## config.mk

```make
export PLATFORM = sky130hd
export DESIGN_NAME = admx_csr
export DESIGN_NICKNAME = d
export VERILOG_FILES = /design/src/artdmx_packet_receiver_top_defines.svh /design/src/admx_pkg.sv /design/src/admx_csr.sv
export SDC_FILE = /design/constraint.sdc
export NUM_CORES = 1
export LEC_CHECK = 0
export ABC_AREA = 1
export BUFFER_PORTS_ARGS = -buffer_cell sky130_fd_sc_hd__buf_2
export CORE_AREA = 5 5 63 93
export CTS_BUF_LIST = sky130_fd_sc_hd__clkbuf_8
export CTS_CLUSTER_DIAMETER = 50
export DETAILED_ROUTE_END_ITERATION = 10
export DIE_AREA = 0 0 68 98
export GPL_ROUTABILITY_DRIVEN = 0
export HOLD_SLACK_MARGIN = 0.06
export PLACE_DENSITY_LB_ADDON = 0.3
export SLEW_MARGIN = 10
export SYNTH_ARGS = -nofsm -noshare
export SYNTH_HDL_FRONTEND = slang
export SYNTH_SLANG_ARGS = --single-unit
export TNS_END_PERCENT = 5
```

## constraint.sdc

```tcl
create_clock -name clock -period 2.9 [get_ports clock]
set_clock_uncertainty 0.2 [all_clocks]
set_input_delay 0.58 -clock clock [delete_from_list [all_inputs] [get_ports clock]]
set_output_delay 0.58 -clock clock [all_outputs]
set_load 0.02 [all_outputs]
```

## src/artdmx_packet_receiver_top_defines.svh

```systemverilog
// Assertion macros for the ArtDMX receiver
`ifndef ARTDMX_PACKET_RECEIVER_TOP_DEFINES_SVH
`define ARTDMX_PACKET_RECEIVER_TOP_DEFINES_SVH
`define ADMX_ASSERT_IMPL(lbl, clk, rst, ante, cons, msg) \
   lbl: assert property (@(posedge clk) disable iff (rst) (ante) |-> (cons)) \
      else $error(msg);
`define ADMX_ASSERT_NEXT(lbl, clk, rst, ante, cons, msg) \
   lbl: assert property (@(posedge clk) disable iff (rst) (ante) |=> (cons)) \
      else $error(msg);
`endif

```

## src/admx_pkg.sv

```systemverilog
// ----------------------------------------------------------------------------
// admx_pkg
// Types and constants shared by the ArtDMX receiver modules.
// ----------------------------------------------------------------------------
package admx_pkg;

   localparam logic [1:0] KIND_BYTE = 2'd0;
   localparam logic [1:0] KIND_READ = 2'd1;
   localparam logic [1:0] KIND_TICK = 2'd2;

   localparam logic [1:0] ST_NONE    = 2'd0;
   localparam logic [1:0] ST_DMX     = 2'd1;
   localparam logic [1:0] ST_POLL    = 2'd2;
   localparam logic [1:0] ST_DISCARD = 2'd3;

   localparam logic [1:0] REG_DMX_OPCODE  = 2'd0;
   localparam logic [1:0] REG_POLL_OPCODE = 2'd1;
   localparam logic [1:0] REG_RATE_WINDOW = 2'd2;

   localparam int unsigned MAX_DATA   = 512;
   localparam int unsigned DATA_START = 18;
   localparam int unsigned MIN_PACKET = 12;
   localparam int unsigned POS_W      = 11;
   localparam int unsigned LEN_W      = 10;

   localparam logic [63:0] ART_IDENT = 64'h00_74_65_4E_2D_74_72_41;

   typedef struct packed {
      logic [1:0] kind;
      logic [7:0] data_byte;
      logic       end_of_packet;
      logic [8:0] channel;
   } req_payload_type;

   typedef struct packed {
      logic [1:0]  status;
      logic [7:0]  read_value;
      logic [31:0] packet_total;
      logic [31:0] packet_rate;
   } rsp_payload_type;

   typedef enum logic [2:0] {
      S_IDLE,
      S_EXEC,
      S_READ,
      S_COPY,
      S_RESP
   } ctrl_state_type;

   typedef struct packed {
      logic take;
      logic start_read;
      logic read_done;
      logic judge;
      logic copy_step;
      logic copy_end;
      logic load_rsp;
   } dp_cmd_type;

   typedef struct packed {
      logic is_byte;
      logic is_read;
      logic need_copy;
      logic copy_last;
   } dp_sts_type;

endpackage

```

## src/admx_csr.sv

```systemverilog
// ----------------------------------------------------------------------------
// admx_csr
// Configuration registers behind the register port.
// ----------------------------------------------------------------------------
module admx_csr import admx_pkg::*; (
   input  logic        clock,
   input  logic        reset,
   input  logic        csr_psel,
   input  logic        csr_penable,
   input  logic        csr_pwrite,
   input  logic [3:0]  csr_paddr,
   input  logic [31:0] csr_pwdata,
   output logic [31:0] csr_prdata,
   output logic        csr_pready,
   output logic [15:0] dmx_opcode,
   output logic [15:0] poll_opcode,
   output logic [15:0] rate_window_ms
);

   logic [15:0] dmx_ff, poll_ff, win_ff;
   logic [1:0]  idx;
   logic        wr;

   assign idx = csr_paddr[3:2];
   assign wr  = csr_psel && csr_penable && csr_pwrite;
   assign csr_pready = 1'b1;

   always_ff @(posedge clock) begin
      if (reset) begin
         dmx_ff  <= 16'h5000;
         poll_ff <= 16'h2000;
         win_ff  <= 16'd1000;
      end else if (wr) begin
         case (idx)
            REG_DMX_OPCODE:  dmx_ff  <= csr_pwdata[15:0];
            REG_POLL_OPCODE: poll_ff <= csr_pwdata[15:0];
            REG_RATE_WINDOW: win_ff  <= csr_pwdata[15:0];
            default: ;
         endcase
      end
   end

   always_comb begin
      case (idx)
         REG_DMX_OPCODE:  csr_prdata = {16'd0, dmx_ff};
         REG_POLL_OPCODE: csr_prdata = {16'd0, poll_ff};
         REG_RATE_WINDOW: csr_prdata = {16'd0, win_ff};
         default:         csr_prdata = 32'd0;
      endcase
   end

   assign dmx_opcode     = dmx_ff;
   assign poll_opcode    = poll_ff;
   assign rate_window_ms = win_ff;

endmodule

```

# Word level (Yosys, flattened, before mapping)

Index checks and enable logic that the tools add are counted.

$add $sub $neg: 0
Multipliers: 0
Divide/modulo/power cells: 0
Magnitude comparators: 0
Eq/ne operators: 2
Shift-type cells: 0
Mux-type cells: 1
Bitwise logic cells: 0
Reduce and logical (&&, ||, !) cells: 6

Operators by type and width:

| operator             | count |
|---|---|
| $pmux W16 S3         | 1 |
| $reduce_and A2 Y1    | 3 |
| $eq A2 B1 Y1 const B | 1 |
| $eq A2 B2 Y1 const B | 1 |
| $logic_and A1 B1 Y1  | 2 |
| $logic_not A2 Y1     | 1 |

Flip-flop bits (word level): 48
Bits in latches: 0
RAM bits: 0
Memory bits (read-only): 0
Bits of input ports: 41
Output and inout bits: 81
Word-level logic and storage cells: 12
Memories kept: 0

# Logic depth before layout (Yosys ltp)

Gate-level depths: netlist (run 1).

Depth in word-level cells: 3
Depth in mapped cells: 6
Depth with buffers taken out: 5

# Worst setup path before layout (run 1)

No wires, ideal clock.

Kind: input to output
From: input port csr_paddr[3]
To: output port csr_prdata[10]
Arrival: 1.278 ns
Data required time: 2.120 ns
Slack: 0.842 ns
Stages: 4
Path buffers: 1
Cell sequence: nor2_1 clkbuf_1 nand2_1 nand3_1

Word-level cells in the longest chain between the ends: 2
Elaborated cells on any way between the ends: 4
Classes of those cells: eq/ne: 2; mux: 1; reduce/logical: 1

Ends and longest elaborated chain:

| what                                 | RTL line       | RTL |
|---|---|---|
| from (decl)                          | admx_csr.sv:11 | `input logic [3:0] csr_paddr,` |
| $eq A2 B2 Y1 (tied with other cells) | admx_csr.sv:44 | `case (idx)` |
| $pmux W16 S3 *                       | admx_csr.sv:44 |  |
| to (decl)                            | admx_csr.sv:13 | `output logic [31:0] csr_prdata,` |

Mark *: on every way between the ends. The rest lies on a longest branch, timed or not.

# Worst setup path in the final report (run 1)

From: input port csr_paddr[3]
To: output port csr_prdata[15]

The elaborated chain is that of the path after synthesis.

==> results of run 1 <==
==> cell usage after synthesis <==
| cell | n |
|---|---|
| nand2_1 | 109 |
| nor2_1 | 80 |
| nand3_1 | 64 |
| dfxtp_1 | 48 |
| buf_4 | 20 |
| inv_1 | 18 |
| buf_2 | 10 |
| nor2_4 | 4 |
| buf_6 | 3 |
| buf_1 | 2 |
| clkbuf_1 | 2 |
| conb_1 | 2 |
| inv_2 | 2 |
| nand2_2 | 1 |
| nand3_2 | 1 |
| nor2_2 | 1 |
| o21ai_0 | 1 |
==> report_power, final <==
group | total, µW | switching [µW] | internal (µW)
Clock | 511 | 229 | 282
Combinational | 207 | 145 | 62.9
Sequential | 684 | 10.6 | 673
==> stage by stage <==
stage / power (µW) / cells
floorplan: 858 / 383
global placement: 905 / 510
detailed placement: 908 / 510
CTS: 1410 / 518
global route: 1470 / 518
finish: 1400 / 518
==> logic make-up (layout without fill, tap and decap cells) <==
logic type | after synthesis | after routing
AOI/OAI and AO/OA | 1 | 1
buffers and inverters | 57 | 124
DFF | 48 | 48
other | 2 | 17
and+or+nand+nor | 260 | 260
==> routing by layer <==
layer	track usage	part of all wire	up-vias
li1	-	-	1258
met1	0.247	0.40	1066
met2	0.328	0.52	79
met3	0.0334	0.065	4
met4	0.0459	0.0095	0
met5	0	0	-
==> flip-flops by register name, summed over array words and instances (netlist names) <==
signal          cells
dmx_opcode         16
poll_opcode        16
rate_window_ms     16
==> worst reg2reg max path, cell delays in order (launching register included) <==
cell,delay [ps]
dfxtp_1,370
nor2_1,60
nor2_1,130
==> final cells by class <==
cell class | count | area (µm²)
Inverter | 20 | 75.1
Clock inverter | 2 | 38.8
Clock buffer | 6 | 82.6
Multi-Input combinational cell | 278 | 1170
Fill cell | 531 | 2090
Sequential cell | 48 | 961
Tap cell | 68 | 85.1
Timing Repair Buffer | 96 | 505
==> how the worst max path moves through the flow <==
stage / start / endpoint / slack [ps] / cells after the start
2_1_floorplan: csr_paddr[3] / csr_prdata[10] / 840 / 4
3_3_place_gp: csr_paddr[3] / csr_prdata[15] / 560 / 7
3_5_place_dp: csr_paddr[3] / csr_prdata[15] / 540 / 7
4_1_cts: csr_paddr[3] / csr_prdata[15] / 540 / 7
5_1_grt: csr_paddr[3] / csr_prdata[15] / 440 / 7
6_report: csr_paddr[3] / csr_prdata[15] / 540 / 7
==> qor.yml, run 1 <==
status:
  status: "finished clean"
setup_path:
  path_common_cell: "buf_2"
  cp.arrival_ps: 1580
  path_class: "input port to output pin"
  reg2reg_slack_ps: 2070
  r2r_start: "rate_window_ms[0]$_SDFFE_PP0P_"
  worstReg2RegEnd: "rate_window_ms[0]$_SDFFE_PP0P_"
  cp_num_buf_inv: 4
  crit_path_cell_trace: "buf_2 -> inv_2 -> nor2_4 -> buf_4 -> nand2_1 -> nand3_1 -> buf_2"
  cpPeakStageDelay_ps: 280
  critPathLaunchType: "input port"
  r2r_cells: 2
  crit_slowest_cell: "nor2_4"
  cpLargestDelayFamily: "buffers and inverters"
  cp_max_fo: 12
  end_kind: "output pin"
  crit_required_ps: 2120
logic_synthesis:
  synth_compound_area_frac: 0.00209
  synth_top_family_by_area: "simple AND/OR/NAND/NOR gates"
  synthCells: 368
  yosysTopAreaCell: "dfxtp_1"
  synth-simple-area-share: 0.458
  synth_area_leaders: "dfxtp_1, nand2_1, nand3_1, nor2_1, buf_4"
  synth_warnings: 0
  synth_top_area_share: 0.401
  synth-seq-cells: 48
  synth-seq-area-share: 0.401
  synthAdderAreaFrac: 0
  synth_cell_types: 17
  syn_area_per_cell_um2: 6.51
  synth_xor_area_frac: 0
  synthMuxAreaShare: 0
  synth_area_mm2: 0.00239
clocking:
  clockBufferDepth: 2
  cts-root-buf: "clkbuf_8"
  cts_hold_buffers: 0
  cts.sinks: 48
  cts_setup_buffers: 0
  cts_tree: "yes"
  cts_resized: 0
  clk_latency_ps: 290
  numCtsBuffers: 5
  htreeDepth: 2
  clk_pin_slew_ps: 90
global_routing:
  grt_usage: 0.193
  grt_pass1_wl_um: 10300
  antenna_found_initial: 0
  grt_max_degree: 49
  grt.overflow.total: 0
  grt_pass1_vias: 2109
timing:
  rsz0062_at_grt: "false"
  tns_ps: 0
  max_freq_mhz: 425
  setup_viol: 0
  finalHoldViolCount: 0
  finalCriticalPeriod_ps: 2360
  fin_hold_ws_ps: 281
  timing.final.ws_setup_ps: 545
  drv_slew: 0
  layout_worst_path_cycle_share: 0.812
route:
  dr.pass1.iters: 4
  routed_wl_um: 6290
  vias_per_cell: 4.65
  drc_errors: 0
  vias: 2407
  postRouteAntennaNets: 0
  drt_iter0_drc: 160
  wl_per_cell_um: 12.1
hold_path:
  min_path_type: "flip-flop to flip-flop"
  min_path_cells: 2
  worstHoldStart: "rate_window_ms[8]$_SDFFE_PP1P_"
  hold_end: "rate_window_ms[8]$_SDFFE_PP1P_"
placed_design:
  post_dp_cell_area_mm2: 0.00280
  dp_slack_ps: 545
  place_hpwl_um: 4430
  port_buffers: 86
power:
  p_per_area_mw_per_mm2: 481
  p_leak_uw: 0.00154
  vdd_drop_max_v: 0.000223
floorplanning:
  die_w_um: 68
  io_pins: 122
  die_h_um: 98
  die_area_mm2: 0.00666
  initial_core_util: 0.479
  rows: 32
  coreArea_mm2: 0.00500
layout:
  drive_gt1_frac: 0.256
  area_delta_synth_final_pct: 21.9
  diodes: 0
  mostFrequentLayoutCells: "nand2_1, buf_2, nor2_1"
  fin_area_mm2: 0.00292
  final_core_util: 0.583
  mostFrequentLayoutCell: "nand2_1"
  fin_nets: 490
job:
  cap_violations: 0
(Power assumes the default switching activity.)
==> run 2: changes to the inputs <==
--- a/config.mk
+++ b/config.mk
@@ -7,11 +7,11 @@
 export LEC_CHECK = 0
 export ABC_AREA = 1
 export BUFFER_PORTS_ARGS = -buffer_cell sky130_fd_sc_hd__buf_2
-export CORE_AREA = 5 5 63 93
+export CORE_AREA = 5 5 68 101
 export CTS_BUF_LIST = sky130_fd_sc_hd__clkbuf_8
 export CTS_CLUSTER_DIAMETER = 50
 export DETAILED_ROUTE_END_ITERATION = 10
-export DIE_AREA = 0 0 68 98
+export DIE_AREA = 0 0 73 106
 export GPL_ROUTABILITY_DRIVEN = 0
 export HOLD_SLACK_MARGIN = 0.06
 export PLACE_DENSITY_LB_ADDON = 0.3
==> constraint.sdc (replaced) <==
create_clock -name clock -period 2 [get_ports clock]
set_clock_uncertainty 0.2 [all_clocks]
set_input_delay 0.4 -clock clock [delete_from_list [all_inputs] [get_ports clock]]
set_output_delay 0.4 -clock clock [all_outputs]
set_load 0.02 [all_outputs]
==> qor.yml, run 2 (synthesized netlist as in run 1, its figures left out) <==
setup_path:
  worstReg2RegEnd: "rate_window_ms[4]$_SDFFE_PP0P_"
  path_common_cell: "buf_2"
  reg2reg_slack_ps: 1210
  path_class: "input port to output pin"
  cp_max_fo: 11
  crit_required_ps: 1400
  crit_path_cell_trace: "buf_2 -> inv_2 -> nor2_2 -> buf_6 -> nand2_1 -> nand3_1 -> buf_2"
  cpLargestDelayFamily: "buffers and inverters"
  critPathLaunchType: "input port"
  cp_num_buf_inv: 4
  crit_slowest_cell: "buf_6"
  crit_cells: 7
  cpPeakStageDelay_ps: 190
  cp-endpoint: "csr_prdata[1]"
  r2r_cells: 2
  startpoint: "csr_paddr[2]"
  r2r_start: "rate_window_ms[4]$_SDFFE_PP0P_"
  cp.arrival_ps: 1280
  end_kind: "output pin"
clocking:
  cts.sinks: 48
  numCtsBuffers: 5
  cts-root-buf: "clkbuf_8"
  clockBufferDepth: 2
  clk_latency_ps: 300
  cts_tree: "yes"
  clk_pin_slew_ps: 80
  htreeDepth: 2
global_routing:
  grt_max_degree: 49
  grt_pass1_wl_um: 10300
  grt_pass1_vias: 2149
  antenna_found_initial: 0
  grt.overflow.total: 0
  grt_usage: 0.166
timing:
  timing.final.ws_setup_ps: 125
  tns_ps: 0
  setup_viol: 0
  max_freq_mhz: 533
  finalCriticalPeriod_ps: 1880
  rsz0062_at_grt: "false"
  layout_worst_path_cycle_share: 0.938
  drv_slew: 0
  finalHoldViolCount: 0
floorplanning:
  io_pins: 122
  coreArea_mm2: 0.00596
  rows: 35
  initial_core_util: 0.402
  die_h_um: 106
  die_area_mm2: 0.00774
  die_w_um: 73
route:
  postRouteAntennaNets: 0
  dr.pass1.iters: 4
  vias: 2422
  drc_errors: 0
  vias_per_cell: 4.61
  wl_per_cell_um: 12.1
  routed_wl_um: 6360
  drt_iter0_drc: 109
placed_design:
  place_hpwl_um: 4500
  dp_slack_ps: 73.0
  post_dp_cell_area_mm2: 0.00284
  port_buffers: 86
hold_path:
  min_path_type: "input port to flip-flop"
power:
  vdd_drop_max_v: 0.000363
  p_per_area_mw_per_mm2: 632
  p_leak_uw: 0.00154
layout:
  final_core_util: 0.491
  mostFrequentLayoutCell: "nand2_1"
  area_delta_synth_final_pct: 22.2
  mostFrequentLayoutCells: "nand2_1, buf_2, nor2_1"
  diodes: 0
  fin_area_mm2: 0.00293
  fin_nets: 492
  drive_gt1_frac: 0.255
status:
  status: "finished clean"
job:
  cap_violations: 0
[run 2: changes by cell type in the layout (fill, tap and decap cells not counted), sizes merged]
cell,before,now
inv,20,21
clkbuf,6,5
bufinv,1,0
buf,96,98
[run 2: worst min-delay path, stage by stage]
cell     delay (ps)
buf_2            90
nand2_1          50
nand3_1          60
[run 2: report_power, final]
| group | internal, µW | switching [µW] | leakage (µW) |
|---|---|---|---|
| registers | 976 | 15.3 | 0.000389 |
| logic | 99.5 | 213 | 0.00110 |
| clock network | 233 | 311 | 0.0000452 |
| total | 1310 | 539 | 0.00154 |
[run 2: worst min-delay path by stage]
stage                                   start                              to  cells after the start
4_1_cts                         csr_pwdata[7]  rate_window_ms[7]$_SDFFE_PP1P_                      3
6_report                        csr_pwdata[7]  rate_window_ms[7]$_SDFFE_PP1P_                      3
2_1_floorplan                  csr_pwdata[12]     dmx_opcode[12]$_SDFFE_PP1P_                      2
5_1_grt                         csr_pwdata[7]  rate_window_ms[7]$_SDFFE_PP1P_                      3
3_5_place_dp   rate_window_ms[9]$_SDFFE_PP1P_  rate_window_ms[9]$_SDFFE_PP1P_                      2
3_3_place_gp   rate_window_ms[9]$_SDFFE_PP1P_  rate_window_ms[9]$_SDFFE_PP1P_                      2
[run 2: stage by stage]
| step | total power [µW] | instances | hold WS [ps] |
|---|---|---|---|
| final | 1850 | 525 | 127 |
| after global routing | 1930 | 525 | 136 |
| after CTS | 1870 | 524 | 120 |
| after detailed placement | 1320 | 517 | 265 |
| after global placement | 1320 | 517 | 260 |
| after floorplan | 1240 | 383 | 326 |
[run 2: layer usage]
metal,GRT usage,share of wire,vias to the layer above
met1,0.199,0.42,1074
li1,-,-,1267
met4,0.0475,0.012,0
met5,0,0,-
met3,0.0265,0.069,4
met2,0.297,0.50,77
[run 2: layout make-up]
cell class                 instances  area, µm²
fill                             650       3030
multi-input combinational        278       1170
sequential                        48        961
timing repair buffer              98        549
tap                               74       92.6
inverter                          20       75.1
clock buffer                       5       68.8
clock inverter                     2       8.76
[run 2: repair_timing]
| action | CTS | global route |
|---|---|---|
| resized for setup | 0 | 1 |
| endpoints found under the setup margin | 0 | 6 |
| setup buffers | 0 | 1 |
| hold buffers | 0 | 0 |
