<file path="config.mk">
export PLATFORM = sky130hd
export DESIGN_NAME = admx_ctrl
export DESIGN_NICKNAME = d
export VERILOG_FILES = /design/src/artdmx_packet_receiver_top_defines.svh /design/src/admx_pkg.sv /design/src/admx_ctrl.sv
export SDC_FILE = /design/constraint.sdc
export NUM_CORES = 1
export LEC_CHECK = 0
export BUFFER_PORTS_ARGS = -buffer_cell sky130_fd_sc_hd__buf_4
export CORE_AREA = 3 3 40 42
export CTS_CLUSTER_DIAMETER = 30
export DETAILED_ROUTE_END_ITERATION = 16
export DIE_AREA = 0 0 43 45
export MAX_ROUTING_LAYER = met4
export PLACE_DENSITY = 0.51
export SLEW_MARGIN = 20
export SYNTH_ARGS = -nofsm -noshare
export SYNTH_HDL_FRONTEND = slang
export SYNTH_SLANG_ARGS = --single-unit
</file>
<file path="constraint.sdc">
create_clock -name clock -period 1 [get_ports clock]
set_input_delay 0.2 -clock clock [delete_from_list [all_inputs] [get_ports clock]]
set_output_delay 0.2 -clock clock [all_outputs]
set_load 0.02 [all_outputs]
</file>
<file path="src/artdmx_packet_receiver_top_defines.svh">
// Assertion macros for the ArtDMX receiver
`ifndef ARTDMX_PACKET_RECEIVER_TOP_DEFINES_SVH
`define ARTDMX_PACKET_RECEIVER_TOP_DEFINES_SVH
`define ADMX_ASSERT_IMPL(lbl, clk, rst, ante, cons, msg) \
   lbl: assert property (@(posedge clk) disable iff (rst) (ante) |-> (cons)) \
      else $error(msg);
`define ADMX_ASSERT_NEXT(lbl, clk, rst, ante, cons, msg) \
   lbl: assert property (@(posedge clk) disable iff (rst) (ante) |=> (cons)) \
      else $error(msg);
`endif

</file>
<file path="src/admx_pkg.sv">
// ----------------------------------------------------------------------------
// admx_pkg
// Types and constants shared by the ArtDMX receiver modules.
// ----------------------------------------------------------------------------
package admx_pkg;

   localparam logic [1:0] KIND_BYTE = 2'd0;
   localparam logic [1:0] KIND_READ = 2'd1;
   localparam logic [1:0] KIND_TICK = 2'd2;

   localparam logic [1:0] ST_NONE    = 2'd0;
   localparam logic [1:0] ST_DMX     = 2'd1;
   localparam logic [1:0] ST_POLL    = 2'd2;
   localparam logic [1:0] ST_DISCARD = 2'd3;

   localparam logic [1:0] REG_DMX_OPCODE  = 2'd0;
   localparam logic [1:0] REG_POLL_OPCODE = 2'd1;
   localparam logic [1:0] REG_RATE_WINDOW = 2'd2;

   localparam int unsigned MAX_DATA   = 512;
   localparam int unsigned DATA_START = 18;
   localparam int unsigned MIN_PACKET = 12;
   localparam int unsigned POS_W      = 11;
   localparam int unsigned LEN_W      = 10;

   localparam logic [63:0] ART_IDENT = 64'h00_74_65_4E_2D_74_72_41;

   typedef struct packed {
      logic [1:0] kind;
      logic [7:0] data_byte;
      logic       end_of_packet;
      logic [8:0] channel;
   } req_payload_type;

   typedef struct packed {
      logic [1:0]  status;
      logic [7:0]  read_value;
      logic [31:0] packet_total;
      logic [31:0] packet_rate;
   } rsp_payload_type;

   typedef enum logic [2:0] {
      S_IDLE,
      S_EXEC,
      S_READ,
      S_COPY,
      S_RESP
   } ctrl_state_type;

   typedef struct packed {
      logic take;
      logic start_read;
      logic read_done;
      logic judge;
      logic copy_step;
      logic copy_end;
      logic load_rsp;
   } dp_cmd_type;

   typedef struct packed {
      logic is_byte;
      logic is_read;
      logic need_copy;
      logic copy_last;
   } dp_sts_type;

endpackage

</file>
<file path="src/admx_ctrl.sv">
// ----------------------------------------------------------------------------
// admx_ctrl
// Sequencer: accepts a request, steps the datapath, presents the result.
// ----------------------------------------------------------------------------
module admx_ctrl import admx_pkg::*; (
   input  logic       clock,
   input  logic       reset,
   input  logic       req_valid,
   output logic       req_stall,
   output logic       rsp_valid,
   input  logic       rsp_stall,
   input  dp_sts_type sts,
   output dp_cmd_type cmd
);

   ctrl_state_type state_ff, state_in;

   always_ff @(posedge clock) begin
      if (reset) begin
         state_ff <= S_IDLE;
      end else begin
         state_ff <= state_in;
      end
   end

   always_comb begin
      state_in = state_ff;
      case (state_ff)
         S_IDLE: begin
            if (req_valid) state_in = S_EXEC;
         end
         S_EXEC: begin
            if (sts.is_read) state_in = S_READ;
            else if (sts.need_copy) state_in = S_COPY;
            else state_in = S_RESP;
         end
         S_READ: state_in = S_RESP;
         S_COPY: begin
            if (sts.copy_last) state_in = S_RESP;
         end
         S_RESP: begin
            if (!rsp_stall) state_in = S_IDLE;
         end
         default: state_in = S_IDLE;
      endcase
   end

   always_comb begin
      cmd = '0;
      req_stall = 1'b1;
      rsp_valid = 1'b0;
      case (state_ff)
         S_IDLE: begin
            req_stall = 1'b0;
            cmd.take = req_valid;
         end
         S_EXEC: begin
            cmd.judge = 1'b1;
            cmd.start_read = sts.is_read;
            cmd.load_rsp = !sts.is_read && !sts.need_copy;
         end
         S_READ: begin
            cmd.read_done = 1'b1;
            cmd.load_rsp = 1'b1;
         end
         S_COPY: begin
            cmd.copy_step = 1'b1;
            cmd.copy_end = sts.copy_last;
            cmd.load_rsp = sts.copy_last;
         end
         S_RESP: rsp_valid = 1'b1;
         default: ;
      endcase
   end

endmodule

</file>
Word-level counts from Yosys, hierarchy flattened --
Cells that the tools add are included.
Cells by class: equality and inequality tests 7, mux-type cells 14, reductions and logical operators 5
Operators by type and width (number):
- $mux W3 | 5
- $pmux W3 S5 | 1
- $eq A3 B2 Y1 const B | 2
- $mux W1 | 6
- $ne A2 B2 Y1 const B | 3
- $eq A3 B1 Y1 const B | 1
- $eq A3 B3 Y1 const B | 1
- $logic_not A3 Y1 | 1
- $pmux W1 S3 | 1
- $reduce_and A3 Y1 | 1
- $logic_not A1 Y1 | 2
- $mux W2 | 1
- $logic_and A1 B1 Y1 | 1
Word-level totals: bits in registers 3, bits of input ports 8, output and inout bits 9, word-level logic and storage cells 27

Depth between registers and ports, before layout --
Gate-level depths: netlist of run 1.
depth after elaboration 3, depth in mapped cells 4, mapped depth without buffers 3

Worst setup path before layout of run 1 --
OpenSTA, ideal clock, no wires.
path kind register -> output, start register state_ff[0], end output port cmd[0] in the netlist's numbering, data arrival time 1.177 ns, required time 0.800 ns, setup slack -0.377 ns, stages on the path, launching flop included 5, buffers on the path 1, cells stage by stage dfxtp_1 -> buf_4 -> inv_4 -> or3_1 -> a21oi_1
RTL lines:
- from (decl) | RTL line admx_ctrl.sv:16 | ctrl_state_type state_ff, state_in;
- from (signal assigned) | RTL line admx_ctrl.sv:22 | state_ff <= state_in;
- to (decl) | RTL line admx_ctrl.sv:13 | output dp_cmd_type cmd

==> results.json, run 1 <==
{
  "cts_tree": "done",
  "cts_root_buf": "clkbuf_4",
  "die_x_um": 43,
  "antenna_found_initial": 0,
  "p_per_area_nw_per_um2": 1780,
  "layout_common_cells": "21 x buf_4, 13 x buf_6, 3 x and3_4, 3 x clkbuf_4",
  "vias": 393,
  "grt_pass1_wl_um": 1680,
  "largest_register_ffs": 3,
  "skew_ns": 0.00666,
  "min_period_ns": 1.43,
  "syn_nets": 44,
  "crit_type": "flop to output port",
  "cp_max_fo": 4,
  "p_comb_frac": 0.669,
  "p_leak_nw": 0.310,
  "yosys.area.top_type": "dfxtp_1",
  "reg2reg_from": "state_ff[1]$_SDFFE_PP0P_",
  "tightestPinTransition_ns": 0.331,
  "place_congestion": 0.811,
  "synth_top_area_frac": 0.223,
  "cp-startpoint": "state_ff[0]$_SDFFE_PP0P_",
  "cp_slowest_cell": "or3_4",
  "synth_area_leaders": "dfxtp_1 22%, nor3_1 7.4%, o21ai_0 5.6%",
  "dr.first_iter.drc_count": 14,
  "report.final.setup_viol": 12,
  "firstDrtPassIters": 4,
  "ys_seq_elements": 3,
  "final_core_util": 0.545,
  "seqPwrFrac": 0.156,
  "cts_made_buffers": 3,
  "cap_violations": 0,
  "ys.warnings.count": 0,
  "largest-register": "state_ff",
  "end_kind": "output port",
  "max_freq_mhz": 698,
  "start_util": 0.209,
  "grtUsageTotal": 0.121,
  "postSynthCellCount": 36,
  "max_stage_delay_ns": 0.37,
  "clkTransAtPathRegs_ns": 0.04,
  "min_period_over_period": 1.43,
  "ys_seq_area_frac": 0.223,
  "viasPerCell": 4.57,
  "fin_cells": 86,
  "wl_per_cell_um": 11.7,
  "dieArea_um2": 1940,
  "setup.worst_path.start_class": "flop",
  "rsz0062_at_grt": "true",
  "hold_path_class": "input port to flop",
  "antenna_cells": 0,
  "nets": 80,
  "synth.distinct_cells": 23,
  "crit_chain": "inv_4, or3_4, a21oi_4, buf_6",
  "die_h_um": 45,
  "drv_slew": 0,
  "postRouteAntennaNets": 0,
  "coreArea_um2": 1280,
  "pwr-share-clk": 0.175,
  "hold_start": "reset",
  "avgSynthCellArea_um2": 7.47,
  "syn_area_um2": 269,
  "syn2layout_area_growth_pct": 160,
  "drive_gt1_frac": 0.817,
  "rows": 13,
  "max-clock-path-buffers": 2,
  "placed_cells": 74,
  "drc": 0,
  "r2r_cells": 6,
  "synthFlopType": "dfxtp_1",
  "port_buffers": 15,
  "grt_max_degree": 9,
  "whs_path_depth": 2,
  "top_regs": "state_ff (3)",
  "ir_worst_vdd_mv": 0.751,
  "setup_ws_ns": -0.434,
  "hpwl_um": 591,
  "crit_required_ns": 0.80,
  "sw_frac_of_total": 0.378,
  "outcome": "finished with violations",
  "slew_headroom": 0.777,
  "synthArstFlopShare": 0,
  "clock_sinks": 3,
  "final_common_cell": "buf_4",
  "grt_pass1_vias": 443,
  "htreeDepth": 1,
  "final_hold_viol_count": 0,
  "power_switching_uw": 471,
  "violations": "setup timing",
  "wirelength_um": 1010,
  "clk-insertion-delay-late_ns": 0.23,
  "critical_path_arrival_ns": 1.23,
  "grt_remaining_overflow": 0,
  "cts_hold_buf": 0,
  "ios": 17,
  "synth_edf_count": 0,
  "p_int_uw": 775
}
==> area by class of cell <==
| type | count | area, um^2 |
|---|---|---|
| Timing Repair Buffer | 34 | 304 |
| Multi-Input combinational cell | 29 | 277 |
| Tap cell | 15 | 18.8 |
| Clock buffer | 4 | 26.3 |
| Sequential cell | 3 | 68.8 |
| Inverter | 1 | 6.26 |
| Fill cell | 117 | 584 |
==> path summary, 6_finish.rpt <==
check | end | slack, ns
worst max-delay path | cmd[0] | -0.43
worst min-delay path | state_ff[1]$_SDFFE_PP0P_ | 0.15
worst max register to register | state_ff[2]$_SDFFE_PP0P_ | -0.22
worst min register to register | state_ff[1]$_SDFFE_PP0P_ | 0.74
==> cell usage after synthesis (2+ instances only) <==
library cell	number
buf_4	2
o21ai_0	3
nor3_1	4
nor2_1	2
or2_1	2
and3_1	2
and2_1	2
nand2_1	2
dfxtp_1	3
==> power groups by stage <==
stage / Combinational, mW / Clock (mW) / Sequential (mW)
final: 0.834 / 0.218 / 0.194
after detailed placement: 0.518 / 0 / 0.190
after global placement: 0.522 / 0 / 0.190
after floorplan: 0.332 / 0 / 0.156
after global routing: 0.886 / 0.237 / 0.200
after CTS: 0.727 / 0.221 / 0.197
==> worst max-delay path, delay by kind of cell (launching register included) <==
kind                   cells  cell delay, ns
AO/OA/AOI/OAI              1            0.12
flip-flops                 1            0.34
buffers and inverters      2            0.16
AND/OR/NAND/NOR            1            0.37
==> what timing repair did <==
| item | CTS | global route |
|---|---|---|
| endpoints found under the setup margin | 12 | 12 |
| buffers inserted | 6 | 2 |
| hold endpoints to repair | 0 | 0 |
| gates resized for setup | 31 | 9 |
| pin swaps | 6 | 5 |
==> stage by stage <==
| step | setup WS [ns] | hold slack (ns) | area [um^2] | total power [mW] | setup TNS, ns |
|---|---|---|---|---|---|
| 3_5_place_dp | -0.341 | 0.386 | 478 | 0.707 | -1.93 |
| 4_1_cts | -0.437 | 0.139 | 651 | 1.14 | -3.57 |
| 5_1_grt | -0.480 | 0.143 | 701 | 1.32 | -4.15 |
| 3_3_place_gp | -0.332 | 0.394 | 478 | 0.712 | -2.01 |
| 6_report | -0.434 | 0.153 | 701 | 1.25 | -3.57 |
| 2_1_floorplan | -0.219 | 0.272 | 294 | 0.487 | -0.768 |
==> cells by family after synthesis <==
| group | Yosys count | share of synthesized area |
|---|---|---|
| buffers and inverters | 4 | 0.121 |
| DFF | 3 | 0.223 |
| and+or+nand+nor | 22 | 0.498 |
| AOI/OAI and AO/OA | 7 | 0.158 |
==> metal layers <==
layer  up-vias  share of wire  track usage
met5         -              0            -
met4         0              0       0.0964
met3         0          0.031       0.0279
met2         9           0.57        0.207
met1       184           0.39        0.118
li1        200              -            -
No activity file was read; power rests on OpenSTA's default activity.
==> run 2, diff against run 1 <==
--- a/config.mk
+++ b/config.mk
@@ -10,2 +10,3 @@
 export CTS_CLUSTER_DIAMETER = 30
+export CTS_CLUSTER_SIZE = 14
 export DETAILED_ROUTE_END_ITERATION = 16
==> constraint.sdc (replaced) <==
create_clock -name clock -period 1 [get_ports clock]
set_input_delay 0.05 -clock clock [delete_from_list [all_inputs] [get_ports clock]]
set_output_delay 0.05 -clock clock [all_outputs]
set_load 0.02 [all_outputs]
==> run 2 against run 1 <==
The flow still finishes with violations (setup timing). Worst hold slack better by 0.069 ns. First-iteration DRC count down 100%. Maximum frequency up 11%. Die area unchanged. Critical path depth unchanged. Highest routed layer is now met4. Clock-buffer cell count unchanged. Wire length up 15%. Design area up 11%. Sequential power down 3%. Combinational power up 16%.
==> results.json, run 2 (synthesis gave the netlist of run 1 again) <==
{
  "outcome": "finished with violations",
  "violations": "setup timing",
  "place_congestion": 0.916,
  "htreeDepth": 1,
  "die_x_um": 43,
  "final_hold_viol_count": 0,
  "ios": 17,
  "grt_remaining_overflow": 0,
  "layout_common_cells": "20 x buf_4, 19 x buf_6",
  "max_freq_mhz": 777,
  "grtUsageTotal": 0.116,
  "antenna_found_initial": 0,
  "min_period_over_period": 1.29,
  "end_kind": "output port",
  "setup.worst_path.start_class": "flop",
  "hpwl_um": 619,
  "wirelength_um": 1160,
  "ir_worst_vdd_mv": 0.923,
  "cts_tree": "done",
  "slew_headroom": 0.850,
  "syn2layout_area_growth_pct": 188,
  "whs_path_depth": 4,
  "cts_root_buf": "clkbuf_4",
  "setup_ws_ns": -0.287,
  "skew_ns": 0.0109,
  "cap_violations": 0,
  "antenna_cells": 0,
  "firstDrtPassIters": 1,
  "drv_slew": 0,
  "crit_type": "flop to output port",
  "p_leak_nw": 0.351,
  "rsz0062_at_grt": "true",
  "hold_path_class": "input port to flop",
  "grt_max_degree": 6,
  "largest-register": "state_ff",
  "whs_ns": 0.222,
  "cp_max_fo": 3,
  "p_per_area_nw_per_um2": 1790,
  "viasPerCell": 4.55,
  "clkTransAtPathRegs_ns": 0.04,
  "final_common_cell": "buf_4",
  "largest_register_ffs": 3,
  "drive_gt1_frac": 0.805,
  "postRouteAntennaNets": 0,
  "rows": 13,
  "coreArea_um2": 1280,
  "die_h_um": 45,
  "clk-insertion-delay-late_ns": 0.24,
  "top_regs": "state_ff (3)",
  "clock_sinks": 3,
  "cts_made_buffers": 3,
  "min_period_ns": 1.29,
  "r2r_cells": 7,
  "tightestPinTransition_ns": 0.223,
  "grt_pass1_wl_um": 1680,
  "vias": 419,
  "report.final.setup_viol": 12,
  "grt_pass1_vias": 410,
  "dr.first_iter.drc_count": 0,
  "setup_tns_ns": -2.23,
  "dieArea_um2": 1940,
  "start_util": 0.209,
  "port_buffers": 15,
  "nets": 86,
  "critical_path_arrival_ns": 1.24,
  "wl_per_cell_um": 12.6,
  "crit_required_ns": 0.95,
  "max-clock-path-buffers": 2,
  "drc": 0
}
[run 2: cell count changes in the layout (fill, tap and decap cells not counted)]
cell	previous run	this run
buf_4	21	20
dfxtp_2	1	0
dfxtp_4	2	3
and4bb_2	1	0
a211oi_4	0	1
dlygate4sd3_1	0	1
o21ai_0	2	0
o21ai_1	1	3
a211oi_2	1	0
nor3b_4	1	0
nor3b_2	0	1
and4bb_1	0	1
buf_6	13	19
[run 2: worst paths after layout]
| kind | slack [ns] | from | to |
|---|---|---|---|
| worst max register to register | -0.17 | state_ff[1]$_SDFFE_PP0P_ | state_ff[0]$_SDFFE_PP0P_ |
| worst min register to register | 0.66 | state_ff[2]$_SDFFE_PP0P_ | state_ff[0]$_SDFFE_PP0P_ |
| worst max-delay path | -0.29 | state_ff[0]$_SDFFE_PP0P_ | cmd[0] |
| worst min-delay path | 0.22 | rsp_stall | state_ff[0]$_SDFFE_PP0P_ |
[run 2: power breakdown]
part           total [mW]  internal, mW  switching, mW  leakage [nW]
sequential          0.189         0.156         0.0332        0.0267
clock               0.223         0.150         0.0729        0.0150
combinational       0.970         0.565          0.405         0.309
[run 2: layout make-up]
| type | instances | area, um^2 |
|---|---|---|
| multi-input combinational | 29 | 278 |
| tap | 15 | 18.8 |
| inverter | 1 | 6.26 |
| sequential | 3 | 71.3 |
| clock buffer | 4 | 26.3 |
| fill | 116 | 510 |
| timing repair buffer | 40 | 374 |
[run 2: stage by stage]
| step | cell area, um^2 | std cells | util | setup slack, ns | power, mW |
|---|---|---|---|---|---|
| floorplan | 289 | 36 | - | -0.0688 | 0.483 |
| global placement | 465 | 73 | 0.362 | -0.138 | 0.716 |
| detailed placement | 465 | 73 | 0.362 | -0.126 | 0.714 |
| CTS | 678 | 86 | 0.528 | -0.312 | 1.20 |
| global route | 774 | 92 | 0.603 | -0.334 | 1.47 |
| finish | 774 | 92 | 0.603 | -0.287 | 1.38 |
[run 2: critical path, cell delays in order, from the launching register on]
cell     delay (ns)
dfxtp_4        0.36
inv_4          0.04
or3_4          0.33
a21oi_4        0.13
buf_6          0.13
[run 2: routing by layer]
layer | routed length (um) | up-vias | global-route usage
li1 | - | 211 | -
met1 | 415 | 190 | 0.146
met5 | 0 | - | -
met2 | 658 | 16 | 0.189
met3 | 74 | 2 | 0.0359
met4 | 14 | 0 | 0.0181
[run 2: repair_timing]
action | in CTS | in global routing
resized for setup | 34 | 12
endpoints found under the hold margin | 1 | 0
pin swaps | 12 | 10
setup buffers | 9 | 7
hold buffers | 1 | 0
setup endpoints to repair | 12 | 12
==> run 3, diff against run 2 <==
- CORE_AREA: 3 3 40 42 -> 2 2 39 41
- DIE_AREA: 0 0 43 45 -> 0 0 41 43
- PLACE_DENSITY: 0.51 -> 0.49
- clock period: 1 -> 1.65 ns (I/O delays scaled with it)
==> run 3 against run 2 <==
The flow now finishes without violations. Sequential share of layout area up 5.5 points. Worst hold slack worse by 0.18 ns. Clock skew down 0.0072 ns. Design area down 47%. Via count down 28%. Power down 65%. Largest cell class is now multi-input combinational cells. Highest routed layer is now met3.
==> results.json, run 3 (synthesis gave the netlist of run 1 again) <==
{
  "cts_setup_buffers": 0,
  "die_h_um": 43,
  "dr.first_iter.drc_count": 8,
  "place_congestion": 0.738,
  "grt_remaining_overflow": 0,
  "crit_type": "flop to output port",
  "grtUsageTotal": 0.110,
  "wl_per_cell_um": 10.2,
  "antenna_cells": 0,
  "port_buffers": 15,
  "clk-insertion-delay-late_ns": 0.23,
  "grt_pass1_wl_um": 1260,
  "critical_path_arrival_ns": 1.32,
  "setup_tns_ns": 0,
  "rsz0062_at_grt": "false",
  "max-clock-path-buffers": 2,
  "coreArea_um2": 1380,
  "p_leak_nw": 0.196,
  "min_period_ns": 1.40,
  "postRouteAntennaNets": 0,
  "cp_max_fo": 10,
  "final_core_util": 0.296,
  "p_per_area_nw_per_um2": 1190,
  "clock_sinks": 3,
  "final_hold_viol_count": 0,
  "drive_gt1_frac": 0.415,
  "rows": 14,
  "largest-register": "state_ff",
  "cts_made_buffers": 3,
  "outcome": "complete, no violations",
  "skew_ns": 0.00375,
  "setup.worst_path.start_class": "flop",
  "min_period_over_period": 0.851,
  "ios": 17,
  "end_kind": "output port",
  "start_util": 0.194,
  "grt_max_degree": 12,
  "clkTransAtPathRegs_ns": 0.04,
  "cts_tree": "done",
  "vias": 303,
  "ir_worst_vdd_mv": 0.486,
  "layout_common_cells": "16 x buf_4, 4 x nor3_1, 3 x o21ai_0, 3 x clkbuf_4, 3 x dfxtp_1",
  "cts_hold_buf": 0,
  "crit_required_ns": 1.57,
  "dieArea_um2": 1760,
  "wirelength_um": 706,
  "top_regs": "state_ff (3)",
  "drc": 0,
  "ctsResizeCount": 0,
  "max_freq_mhz": 713,
  "report.final.setup_viol": 0,
  "antenna_found_initial": 0,
  "viasPerCell": 4.39,
  "htreeDepth": 1,
  "drv_slew": 0,
  "tightestPinTransition_ns": 0.328,
  "grt_pass1_vias": 300,
  "cap_violations": 0,
  "largest_register_ffs": 3,
  "cts_root_buf": "clkbuf_4",
  "final_common_cell": "buf_4",
  "die_x_um": 41,
  "syn2layout_area_growth_pct": 52.1,
  "firstDrtPassIters": 2,
  "hold_path_class": "input port to flop",
  "slew_headroom": 0.780,
  "nets": 62,
  "hpwl_um": 527
}
==> run 3: cell count changes in the layout (fill, tap and decap cells not counted), moves of 3 or more <==
cell	previous run	this run
dfxtp_1	0	3
o21ai_1	3	0
and3_4	3	0
dfxtp_4	3	0
buf_6	19	0
buf_4	20	16
o21ai_0	0	3
==> run 3: final timing paths <==
path / startpoint / end / slack, ns / depth (start not counted)
max reg2reg: state_ff[2]$_SDFFE_PP0P_ / state_ff[0]$_SDFFE_PP0P_ / 0.40 / 3
max: state_ff[1]$_SDFFE_PP0P_ / cmd[0] / 0.25 / 3
min: reset / state_ff[1]$_SDFFE_PP0P_ / 0.04 / 2
min reg2reg: state_ff[0]$_SDFFE_PP0P_ / state_ff[0]$_SDFFE_PP0P_ / 0.65 / 3
==> run 3: stage by stage <==
| stage | setup WS [ns] | hold WS, ns | total power [mW] | cell area [um^2] | std cells |
|---|---|---|---|---|---|
| 6_report | 0.247 | 0.0383 | 0.488 | 409 | 69 |
| 4_1_cts | 0.247 | 0.0326 | 0.497 | 409 | 69 |
| 5_1_grt | 0.140 | 0.0496 | 0.532 | 409 | 69 |
| 3_3_place_gp | 0.402 | 0.274 | 0.363 | 383 | 65 |
| 3_5_place_dp | 0.393 | 0.274 | 0.360 | 383 | 65 |
| 2_1_floorplan | 0.390 | 0.155 | 0.276 | 269 | 36 |
==> run 3: cell type report <==
| class | instances | area (um^2) |
|---|---|---|
| multi-input combinational | 29 | 176 |
| sequential | 3 | 60.1 |
| fill | 169 | 975 |
| clock buffer | 4 | 26.3 |
| tap | 16 | 20.0 |
| timing repair buffer | 16 | 120 |
| inverter | 1 | 6.26 |
==> run 3: power by group <==
part | internal, mW | switching [mW] | total [mW]
clock network | 0.0908 | 0.0399 | 0.131
logic | 0.112 | 0.131 | 0.242
registers | 0.0881 | 0.0270 | 0.115
==> run 3: per-layer routing <==
| metal | track usage | vias to the layer above | share of wire |
|---|---|---|---|
| met5 | - | - | 0 |
| met4 | 0.0800 | 0 | 0 |
| met3 | 0.0366 | 0 | 0.088 |
| met2 | 0.131 | 11 | 0.44 |
| met1 | 0.147 | 131 | 0.47 |
| li1 | - | 161 | - |
==> run 3: worst max-delay path, stage by stage, from the launching register on <==
cell	delay, ns
dfxtp_1	0.39
or3_1	0.40
a21oi_1	0.15
buf_4	0.16
